$ cat config.mk
export PLATFORM = sky130hd
export DESIGN_NAME = binary_to_decimal_ascii
export DESIGN_NICKNAME = d
export VERILOG_FILES = /design/src/design/b2da_pkg.sv /design/src/design/b2da_bcd_shifter.sv /design/src/design/binary_to_decimal_ascii.sv
export SDC_FILE = /design/constraint.sdc
export NUM_CORES = 1
export LEC_CHECK = 0
export ABC_CLOCK_PERIOD_IN_PS = 3600
export BUFFER_PORTS_ARGS = -buffer_cell sky130_fd_sc_hd__buf_2
export CAP_MARGIN = 5
export CORE_MARGIN = 1.5
export CORE_UTILIZATION = 40
export CTS_BUF_LIST = sky130_fd_sc_hd__clkbuf_8 sky130_fd_sc_hd__clkbuf_16
export CTS_CLUSTER_DIAMETER = 150
export DETAILED_ROUTE_END_ITERATION = 10
export SLEW_MARGIN = 15
export SYNTH_ARGS = -nofsm -noshare
export SYNTH_HDL_FRONTEND = slang
export SYNTH_SLANG_ARGS = --single-unit
$ cat constraint.sdc
create_clock -name clk -period 3.6 [get_ports clk]
set_input_delay 0.36 -clock clk [delete_from_list [all_inputs] [get_ports clk]]
set_output_delay 0.36 -clock clk [all_outputs]
set_load 0.01 [all_outputs]
$ cat src/design/b2da_pkg.sv
// shared types, constants and helpers for the binary to decimal ascii converter
package b2da_pkg;

  // field widths
  localparam int VALUE_W        = 64;
  localparam int CHAR_W         = 6;
  localparam int DIGIT_W        = 4;

  // decimal digit slots needed to hold any 64-bit value
  localparam int DIGIT_SLOTS    = 20;
  localparam int BCD_W          = DIGIT_SLOTS * DIGIT_W;
  localparam int CNT_W          = $clog2(DIGIT_SLOTS + 1);
  localparam int BIT_CNT_W      = $clog2(VALUE_W);

  // default digit limit
  localparam int MAX_DIGITS_DEF = 20;

  // ascii code of '0', cut to the character width
  localparam logic [CHAR_W-1:0] ASCII_ZERO = CHAR_W'(48);

  // sequencer states
  typedef enum logic [1:0] {
    ST_IDLE,
    ST_CONV,
    ST_SKIP,
    ST_EMIT
  } b2da_state_t;

  // commands from the sequencer to the bcd shifter
  typedef struct packed {
    logic load;
    logic dabble;
    logic digit_shift;
  } b2da_ctrl_t;

  // double dabble digit correction: add 3 when the digit is 5 or more
  function automatic logic [DIGIT_W-1:0] add3(input logic [DIGIT_W-1:0] d);
    logic [DIGIT_W-1:0] r;
    r = (d >= DIGIT_W'(5)) ? d + DIGIT_W'(3) : d;
    return r;
  endfunction

endpackage

$ cat src/design/b2da_bcd_shifter.sv
// bcd shift register with per-digit double dabble correction and digit shift-out
module b2da_bcd_shifter
  import b2da_pkg::*;
(
  input  logic                clk,
  input  logic [VALUE_W-1:0]  value,
  input  b2da_ctrl_t          ctrl,
  output logic [DIGIT_W-1:0]  top_digit
);

  logic [VALUE_W-1:0] bin_r;
  logic [VALUE_W-1:0] bin_nxt;
  logic [BCD_W-1:0]   bcd_r;
  logic [BCD_W-1:0]   bcd_nxt;
  logic [BCD_W-1:0]   bcd_adj;

  // correct every digit independently before the shift
  always_comb begin
    for (int i = 0; i < DIGIT_SLOTS; i++) begin
      bcd_adj[i*DIGIT_W +: DIGIT_W] = add3(bcd_r[i*DIGIT_W +: DIGIT_W]);
    end
  end

  // next value of the binary and bcd registers
  always_comb begin
    bin_nxt = bin_r;
    bcd_nxt = bcd_r;
    if (ctrl.load) begin
      bin_nxt = value;
      bcd_nxt = '0;
    end else if (ctrl.dabble) begin
      bin_nxt = {bin_r[VALUE_W-2:0], 1'b0};
      bcd_nxt = {bcd_adj[BCD_W-2:0], bin_r[VALUE_W-1]};
    end else if (ctrl.digit_shift) begin
      bcd_nxt = {bcd_r[BCD_W-DIGIT_W-1:0], {DIGIT_W{1'b0}}};
    end
  end

  // datapath registers, no reset needed
  always_ff @(posedge clk) begin
    bin_r <= bin_nxt;
    bcd_r <= bcd_nxt;
  end

  assign top_digit = bcd_r[BCD_W-1 -: DIGIT_W];

endmodule

$ cat src/design/binary_to_decimal_ascii.sv
// top level: unsigned 64-bit binary to decimal ascii digit stream
//
// Input channel in_valid/in_ready/in_value takes one 64-bit word. The
// result channel out_valid/out_ready carries one ascii digit per word in
// out_digit_char, most significant first, with out_last high on the least
// significant digit. Leading zeros are dropped; zero gives a single '0'.
// Up to MAX_DIGITS (clamped to 1..20) digits are sent, the low ones if longer.
// Operation: after the accept cycle the bit-serial double dabble loop runs,
// one input bit per cycle through the shared bcd shifter. A scan then drops
// one leading digit slot per cycle and settles on the first digit; each
// digit is then held on the output until out_ready takes it. The next word
// can only be accepted after the last digit has been taken.
// in_ready is high only when idle and out of reset: one word at a time.
// A stalled receiver simply holds the current digit in place; the
// conversion waits with it. Synchronous active-low reset returns the
// sequencer to idle and drops out_valid; no other state survives a word.
module binary_to_decimal_ascii
  import b2da_pkg::*;
#(
  parameter int MAX_DIGITS = MAX_DIGITS_DEF
)(
  input  logic               clk,
  input  logic               rst_n,
  input  logic               in_valid,
  output logic               in_ready,
  input  logic [VALUE_W-1:0] in_value,
  output logic               out_valid,
  input  logic               out_ready,
  output logic [CHAR_W-1:0]  out_digit_char,
  output logic               out_last
);

  // effective digit limit, clamped to between one and the slot count
  localparam int CAP_I = (MAX_DIGITS > DIGIT_SLOTS) ? DIGIT_SLOTS :
                         (MAX_DIGITS < 1) ? 1 : MAX_DIGITS;
  localparam logic [CNT_W-1:0] CAP_C = CNT_W'(CAP_I);
  localparam logic [CNT_W-1:0] SLOTS_C = CNT_W'(DIGIT_SLOTS);
  localparam logic [BIT_CNT_W-1:0] LAST_BIT_C = BIT_CNT_W'(VALUE_W - 1);

  b2da_state_t state_r, state_nxt;
  logic [BIT_CNT_W-1:0] bit_cnt_r, bit_cnt_nxt;
  logic [CNT_W-1:0]     rem_r, rem_nxt;
  logic                 seen_r, seen_nxt;

  b2da_ctrl_t           ctrl;
  logic [DIGIT_W-1:0]   top_digit;
  logic                 skip;
  logic                 top_nz;

  assign top_nz = (top_digit != '0);

  // drop a slot while above the limit or while it is a leading zero, never the last slot
  assign skip = (rem_r > CAP_C) ||
                (!seen_r && !top_nz && (rem_r > CNT_W'(1)));

  // next state
  always_comb begin
    state_nxt = state_r;
    case (state_r)
      ST_IDLE: begin
        if (in_valid) state_nxt = ST_CONV;
      end
      ST_CONV: begin
        if (bit_cnt_r == LAST_BIT_C) state_nxt = ST_SKIP;
      end
      ST_SKIP: begin
        if (!skip) state_nxt = ST_EMIT;
      end
      ST_EMIT: begin
        if (out_ready && (rem_r == CNT_W'(1))) state_nxt = ST_IDLE;
      end
      default: state_nxt = ST_IDLE;
    endcase
  end

  // outputs and shifter commands
  always_comb begin
    ctrl        = '0;
    in_ready    = 1'b0;
    out_valid   = 1'b0;
    bit_cnt_nxt = bit_cnt_r;
    rem_nxt     = rem_r;
    seen_nxt    = seen_r;
    case (state_r)
      ST_IDLE: begin
        in_ready    = rst_n;
        ctrl.load   = in_valid;
        bit_cnt_nxt = '0;
      end
      ST_CONV: begin
        ctrl.dabble = 1'b1;
        bit_cnt_nxt = bit_cnt_r + BIT_CNT_W'(1);
        rem_nxt     = SLOTS_C;
        seen_nxt    = 1'b0;
      end
      ST_SKIP: begin
        if (skip) begin
          ctrl.digit_shift = 1'b1;
          rem_nxt          = rem_r - CNT_W'(1);
          seen_nxt         = seen_r | top_nz;
        end
      end
      ST_EMIT: begin
        out_valid = 1'b1;
        if (out_ready) begin
          ctrl.digit_shift = 1'b1;
          rem_nxt          = rem_r - CNT_W'(1);
        end
      end
      default: ;
    endcase
  end

  // control registers
  always_ff @(posedge clk) begin
    if (!rst_n) begin
      state_r   <= ST_IDLE;
      bit_cnt_r <= '0;
      rem_r     <= '0;
      seen_r    <= 1'b0;
    end else begin
      state_r   <= state_nxt;
      bit_cnt_r <= bit_cnt_nxt;
      rem_r     <= rem_nxt;
      seen_r    <= seen_nxt;
    end
  end

  // shared double dabble unit
  b2da_bcd_shifter u_shifter (
    .clk       (clk),
    .value     (in_value),
    .ctrl      (ctrl),
    .top_digit (top_digit)
  );

  // digit word comes straight from the held top digit
  assign out_digit_char = ASCII_ZERO + {{(CHAR_W-DIGIT_W){1'b0}}, top_digit};
  assign out_last       = (rem_r == CNT_W'(1));

endmodule
### Word-level counts from Yosys, hierarchy flattened

Index checks and enable logic that the tools add are counted.

* register bits after elaboration: 158

* add/sub/neg operators: 23
* magnitude comparators: 22
* eq/ne operators: 11
* mux-type cells: 42
* bitwise gates (word level): 1
* reductions and logical operators: 16

Operators with widths (count)
* $mux W80: 2
* $mux W64: 2
* $ge A4 B3 Y1 const B: 20
* $add A4 B2 Y4 const B: 19
* $mux W4: 19
* $pmux W5 S3: 1
* $ne A2 B2 Y1 const B: 6
* $pmux W6 S2: 1
* $mux W5: 2
* $mux W2: 4
* $pmux W2 S4: 1
* $reduce_bool A2 Y1: 4
* $mux W1: 7
* $add A5 B5 Y6 const A: 1
* $add A6 B1 Y6 const B: 1
* $eq A6 B6 Y1 const B: 1
* $eq A5 B1 Y1 const B: 1
* $gt A5 B1 Y1 const B: 1
* $gt A5 B5 Y1 const B: 1
* $sub A5 B1 Y5 const B: 1
* $eq A2 B2 Y1 const B: 2
* $pmux W1 S2: 2
* $reduce_and A4 Y1: 1
* $reduce_bool A4 Y1: 1
* other kinds (11): 14

### Logic depth before layout (Yosys ltp)

Gate-level depths: netlist of run 1.

* depth in word-level cells: 9
* depth in mapped cells: 10

### By module

Synthesis of run 1 repeated with hierarchy kept, for this count alone.

* cell total of the unflattened synthesis: 886
* area, all modules: 9009.9 um2

Modules (own cells, without submodules)
* b2da_bcd_shifter: times used 1, cells an instance 772, area each 8060.2 um2
* binary_to_decimal_ascii: times used 1, cells an instance 114, area each 949.7 um2

### Worst setup path before layout of run 1

OpenSTA, ideal clock, no wires.

* kind: register -> register
* from: register state_r[1]
* to: register u_shifter.bin_r[0] (enable)
* library setup time: 0.688 ns
* data arrival time: 2.675 ns
* data required time: 2.912 ns
* slack: 0.237 ns
* stages on the path, launching flop included: 8
* path buffers: 3
* path through: dfxtp_1 > inv_1 > ha_1 > clkbuf_1 > clkinv_1 > clkbuf_1 > clkbuf_1 > nand2_1

* cells in the longest elaborated chain, start to end: 3

RTL lines
* from (decl): line binary_to_decimal_ascii.sv:40 `b2da_state_t state_r, state_nxt;`
* from (signal assigned): line binary_to_decimal_ascii.sv:122 `state_r <= state_nxt;`
* $eq A2 B1 Y1 / $logic_not A2 Y1 (equally long branches): line binary_to_decimal_ascii.sv:84 `case (state_r)`
* $mux W1: line binary_to_decimal_ascii.sv:84
* $reduce_bool A2 Y1 (no source line) *
* to (signal assigned): line b2da_bcd_shifter.sv:41 `bin_r <= bin_nxt;`
* to (decl): line b2da_bcd_shifter.sv:11 `logic [VALUE_W-1:0] bin_r;`

Every way passes the cells marked *; elsewhere a longest branch is shown, timed or not.
A chain may end at the register's enable or synchronous reset.

### Worst setup path in the final report of run 1

* from: register state_r[0]
* to: register u_shifter.bcd_r[3]

* cells in the longest elaborated chain, start to end: 3

RTL lines
* $eq A2 B2 Y1 / $eq A2 B1 Y1 (equally long branches): line binary_to_decimal_ascii.sv:84
* $pmux W1 S2 / $mux W1 (equally long branches): line binary_to_decimal_ascii.sv:84
* $reduce_bool A2 Y1 (no source line) / $mux W80 (equally long branches)
* to (signal assigned): line b2da_bcd_shifter.sv:42 `bcd_r <= bcd_nxt;`
* to (decl): line b2da_bcd_shifter.sv:13 `logic [BCD_W-1:0] bcd_r;`

Parallel ways exist; a longest one is shown, timed or not.

==> results of run 1 <==
[report_power, final]
group          total (mW)  internal (mW)  switching, mW  leakage [nW]
combinational        4.82           1.84           2.99          2.78
sequential           3.45           2.84          0.602          1.41
clock                1.79          0.932          0.862         0.286
[path summary, 6_finish.rpt]
kind                      startpoint                   to  slack, ps  cells past startpoint
hold / removal          in_value[30]  u_shifter.bin_r[30]        190                      3
setup / recovery          state_r[0]   u_shifter.bcd_r[3]        920                      8
hold reg to reg   u_shifter.bcd_r[3]   u_shifter.bcd_r[3]        500                      2
setup reg to reg          state_r[0]   u_shifter.bcd_r[3]        920                      8
[registers in the layout, indices dropped and copies added, names as in the netlist]
register,cells
bit_cnt_r,6
rem_r,5
seen_r,1
state_r,2
u_shifter.bcd_r,80
u_shifter.bin_r,64
[cells in the mapped netlist (21+ instances only)]
cell	number	area (um^2)
nand2_1	255	957
dfxtp_1	94	1880
o31ai_1	39	293
o21ai_0	23	115
edfxtp_1	64	1920
nand3_1	47	235
a31oi_1	57	357
mux2i_1	23	230
inv_1	64	240
nor2_1	51	191
a21oi_1	92	460
clkbuf_1	70	263
ha_1	49	613
nor3b_1	21	158
nand2b_1	22	138
[routing by layer]
layer | wire length (um) | part of all wire | vias up | GRT usage
met4 | 247 | 0.011 | 0 | 0.0530
met3 | 1090 | 0.048 | 21 | 0.0311
li1 | - | - | 4117 | -
met1 | 11400 | 0.50 | 3876 | 0.267
met5 | 0 | 0 | - | 0
met2 | 10100 | 0.44 | 186 | 0.292
[kinds of logic (layout without fill, tap and decap cells)]
kind of cell,after synthesis,in the layout,share of synthesized area
simple gates,426,426,0.199
compound gates,328,328,0.227
flops,158,158,0.401
buf+inv,156,183,0.0660
fa+ha+maj,49,49,0.0646
mux,23,23,0.0243
xor+xnor,20,20,0.0185
other cells,1,2,0.000395
[critical path: stages, from the launching register on]
cell and delay, ps:
dfxtp_1 390, inv_1 180, ha_1 370, nand2_1 90
a21oi_1 270, a21boi_4 240, buf_4 630, o32a_1 270
o32ai_1 70
[layout make-up]
cell class,count,area [um^2]
sequential,158,3800
tap,319,399
multi-input combinational,848,5120
fill,2325,12700
inverter,65,244
clock buffer,17,425
timing repair buffer,86,510
clock inverter,15,158
[stage by stage]
step | instances | hold slack (ps)
global route | 1508 | 170
detailed placement | 1476 | 490
finish | 1508 | 189
floorplan | 1162 | 462
CTS | 1508 | 171
global placement | 1476 | 488
==> impl_results.md, run 1 <==
- Nets: 1,293
- Starting Density: 0.406
- Slew Viols, Final: 0
- Worst skew pair latency: 430 ps
- Overall routing resource usage: 0.188
- First-pass GRT wire length: 37,700 um
- CTS Sinks: approximately 160
- Final Total Pwr: between 10 and 15 mW
- Total of max-cap violations: 0
- Post-Syn Area: 9490 um^2
- Lkg Pwr: 4.48 nW
- Share of cells above drive strength 1: 0.111
- Vias in the first global route: 7,603
- P&R area growth vs syn: 12.3%
- VDD IR max: 0.673 mV
- Crit-path max FO: 62
- Final Critical Period: 2680 ps
- Full die area: 24,700 um^2
- Die Ht: 157 um
- Critical path type: register to register
- Core Footprint: 23,400 um^2
- Final setup violation count: 0
- Crit path required time: 3880 ps
- YS warnings: 0
- Initial antenna violation count: 0
- Final hold vios: 0
- Post-DRT Antenna Nets: 0
- Antenna Cells: 0
- Final Cell Area: 10,700 um^2
- Share of flip-flops with an asynchronous set or reset: 0
- Setup ws final: about 920 ps
- Setup Buffers After CTS: 0
- Yosys reg bits: 158
- Power Density: 944 nW/um^2
- Period utilisation layout: 0.744
- Commonest cells after routing, fill and taps aside: nand2_1 (253), dfxtp_1 (94), a21oi_1 (92)
- Cell row count: 56
- Top_reg_cell synth: dfxtp_1
- EDFF count, synth: between 60 and 70
- CTS tree: done
- Boundary Pins: slightly below 80
- CTS Buf Count: 17
- PostCTS Resize Cnt: 0
- Post-route DRC: 0
- Clock Skew: 11.4 ps
- Worst setup SP type: register
- DRT Wirelength: 22,800 um
- Via/cell ratio: between 5 and 6
- Final design utilization: 0.456
- GR Overflow Total: 0
- Cells after Synth: 1,161
- Placed cell area: 10,100 um^2
- Initial DRC count: 639
- Syn_area_per_cell: 8.18 um^2
- RSZ-0062 raised after global routing: no
- Setup TNS: 0 ps
- Actual slew at the worst max-slew pin: around 780 ps
- Data arrival, critical path: 2960 ps
- Register area share after synthesis: 0.401
- Status: finished, final reports clean
- CTS H-tree lvls: 4
- Hpwl dp: 13,600 um
- HP Class: primary input to register
- Worst-case clock buffer depth: 2
- Pre-antenna DRT Iters: 5
- Vias: around 8,000
- Gpl congestion: 0.792
- # port buffers: 74
- Largest net degree at the start of global routing: 99
- Post-place setup slack: 953 ps
- WL/cell: 15.1 um
- Slew headroom: 0.480
- Clock slew at reported path FFs: 70 ps
- Worst Setup End Kind: register
- Commonest non-fill, non-tap cell in the layout: nand2_1
- Die Width: 157 um
- Max Freq: between 0.3 and 0.4 GHz
- Clock root buffer master: clkbuf_16
- Post-CTS Hold Fix Bufs: 0
- Synth unique cells: 55
(Power assumes the default switching activity.)
==> run 2, diff against run 1 <==
--- a/config.mk
+++ b/config.mk
@@ -5,7 +5,7 @@
 export SDC_FILE = /design/constraint.sdc
 export NUM_CORES = 1
 export LEC_CHECK = 0
-export ABC_CLOCK_PERIOD_IN_PS = 3600
+export ABC_CLOCK_PERIOD_IN_PS = 2400
 export BUFFER_PORTS_ARGS = -buffer_cell sky130_fd_sc_hd__buf_2
 export CAP_MARGIN = 5
 export CORE_MARGIN = 1.5
==> constraint.sdc (replaced) <==
create_clock -name clk -period 2.4 [get_ports clk]
set_input_delay 0.24 -clock clk [delete_from_list [all_inputs] [get_ports clk]]
set_output_delay 0.24 -clock clk [all_outputs]
set_load 0.01 [all_outputs]
==> impl_results.md, run 2 (same netlist as run 1, synthesis figures left out) <==
- Clock root buffer master: clkbuf_16
- Clock slew at reported path FFs: approximately 80 ps
- Worst setup SP type: register
- Crit-path cells: inv_1, ha_1, or3b_1, or3_1, a21boi_4, nor2_2, buf_4, o211a_1
- Commonest cells after routing, fill and taps aside: nand2_1 (253), dfxtp_1 (94), a21oi_1 (92)
- Worst Setup End Kind: register
- Worst skew pair latency: between 400 and 500 ps
- CTS Buf Count: 17
- R2r setup slk: 110 ps
- First-pass GRT wire length: 37,400 um
- RSZ-0062 raised after global routing: yes
- Starting Density: 0.406
- Commonest non-fill, non-tap cell in the layout: nand2_1
- Internal: 8.65 mW
- Slew headroom: 0.598
- Placed cell area: 10,300 um^2
- Comb pwr share: 0.487
- DRT Wirelength: approximately 23,000 um
- Hold Crit Start: in_value[34]
- Final Critical Period: 2290 ps
- Slowest-stage cell, CP: or3_1
- Post-DRT Antenna Nets: 0
- Post-route DRC: 0
- Delay of the slowest critical-path stage: ~420 ps
- Core Footprint: 23,400 um^2
- Largest net degree at the start of global routing: 99
- Pre-antenna DRT Iters: 5
- Critical path type: register to register
- Cell row count: 56
- Final Cell Area: 10,900 um^2
- Clock Skew: about 14 ps
- Initial DRC count: 560
- RR Startpoint: u_shifter.bcd_r[77]
- Cells on worst reg2reg path: 8
- Reg power frac: 0.335
- Initial antenna violation count: 0
- Hpwl dp: around 15,000 um
- # port buffers: 74
- Die Ht: approximately 160 um
- Antenna Cells: 0
- Post-CTS Hold Fix Bufs: 0
- Period utilisation layout: 0.956
- Critical Path End: u_shifter.bcd_r[20]
- Top delay family on crit path: simple AND/OR/NAND/NOR gates
- CP bufs+invs: 2
- Data arrival, critical path: ~2600 ps
- Overall routing resource usage: 0.188
- Post-place setup slack: approximately 97 ps
- Die Width: between 150 and 200 um
- Boundary Pins: 77
- Power Density: 1420 nW/um^2
- Area of the multi-input gates: between 5000 and 6000 um^2
- Vias: 8,263
- VDD IR max: ~0.67 mV
- Nets: 1,314
- Final Total Pwr: 15.4 mW
- Final hold vios: 0
- Sw power: a little under 7 mW
- Full die area: 24,700 um^2
- Vias in the first global route: 7,517
- CTS H-tree lvls: 4
- Clk pwr share: 0.178
- P&R area growth vs syn: 14.7%
- Lkg Pwr: 4.61 nW
- Slew Viols, Final: 0
- CTS tree: done
- Gpl congestion: 0.827
- Setup TNS: 0 ps
- WL/cell: 15.1 um
- Final design utilization: 0.465
- Status: finished, final reports clean
- GR Overflow Total: 0
- Setup Buffers After CTS: 0
- Via/cell ratio: ~5.4
- Crit-path max FO: 10
- Setup ws final: approximately 110 ps
- Crit path required time: 2720 ps
- Switching portion of total power: 0.439
- Max Freq: 0.436 GHz
- Number of flip-flops in the largest register: 80
- Most flops, register: u_shifter.bcd_r
- Total of max-cap violations: 0
- PostCTS Resize Cnt: 0
- Largest regs: u_shifter.bcd_r: 80 flops, u_shifter.bin_r: 64 flops, bit_cnt_r: 6 flops
- CTS Sinks: around 160
- HP Class: primary input to register
- Final setup violation count: 0
- Actual slew at the worst max-slew pin: a little under 600 ps
- # fillers: 2,327
- FF+latch area: ~3800 um^2
- Worst-case clock buffer depth: 2
- Crit path from: u_shifter.bcd_r[77]
- Reg-to-reg endpoint: u_shifter.bcd_r[20]
- Share of cells above drive strength 1: 0.127
- Crit path depth: 8
## run 2: layout make-up
class,count,share of cell area
Timing Repair Buffer,107,0.0640
Inverter,65,0.0224
Sequential cell,158,0.349
Multi-Input combinational cell,848,0.472
Clock inverter,15,0.0160
Clock buffer,17,0.0391
Tap cell,319,0.0367
## run 2: through the flow
stage | hold slack (ps) | instances
after floorplan | 354 | 1162
after global placement | 489 | 1497
after detailed placement | 494 | 1497
after CTS | 39.5 | 1529
after global routing | 53.4 | 1529
final | 58.5 | 1529
## run 2: worst min-delay path by stage
stage	cells past startpoint	slack, ps	end
floorplan	2	350	seen_r
detailed placement	2	490	u_shifter.bcd_r[3]
finish	3	60	u_shifter.bin_r[34]
global route	3	50	u_shifter.bin_r[35]
CTS	3	40	u_shifter.bin_r[34]
global placement	2	490	bit_cnt_r[2]
## run 2: worst register-to-register path, cell delays in order, from the launching register on
cell	delay, ps
dfxtp_1	310
inv_1	110
ha_1	160
or3b_1	380
or3_1	420
a21boi_4	280
nor2_2	90
buf_4	200
o211a_1	240
## run 2: layer usage
layer	wire length (um)	share of wire	track usage
met2	10400	0.45	0.287
met5	0	0	0
met4	274	0.012	0.0620
met3	978	0.042	0.0322
met1	11500	0.50	0.268
## run 2: power groups by stage
stage	Combinational (mW)	Clock, mW	Sequential (mW)
final	7.51	2.74	5.16
after global routing	8.45	2.91	5.33
after CTS	7.53	2.80	5.15
after detailed placement	7.48	0	5.20
after global placement	7.37	0	5.17
after floorplan	5.83	0	4.78
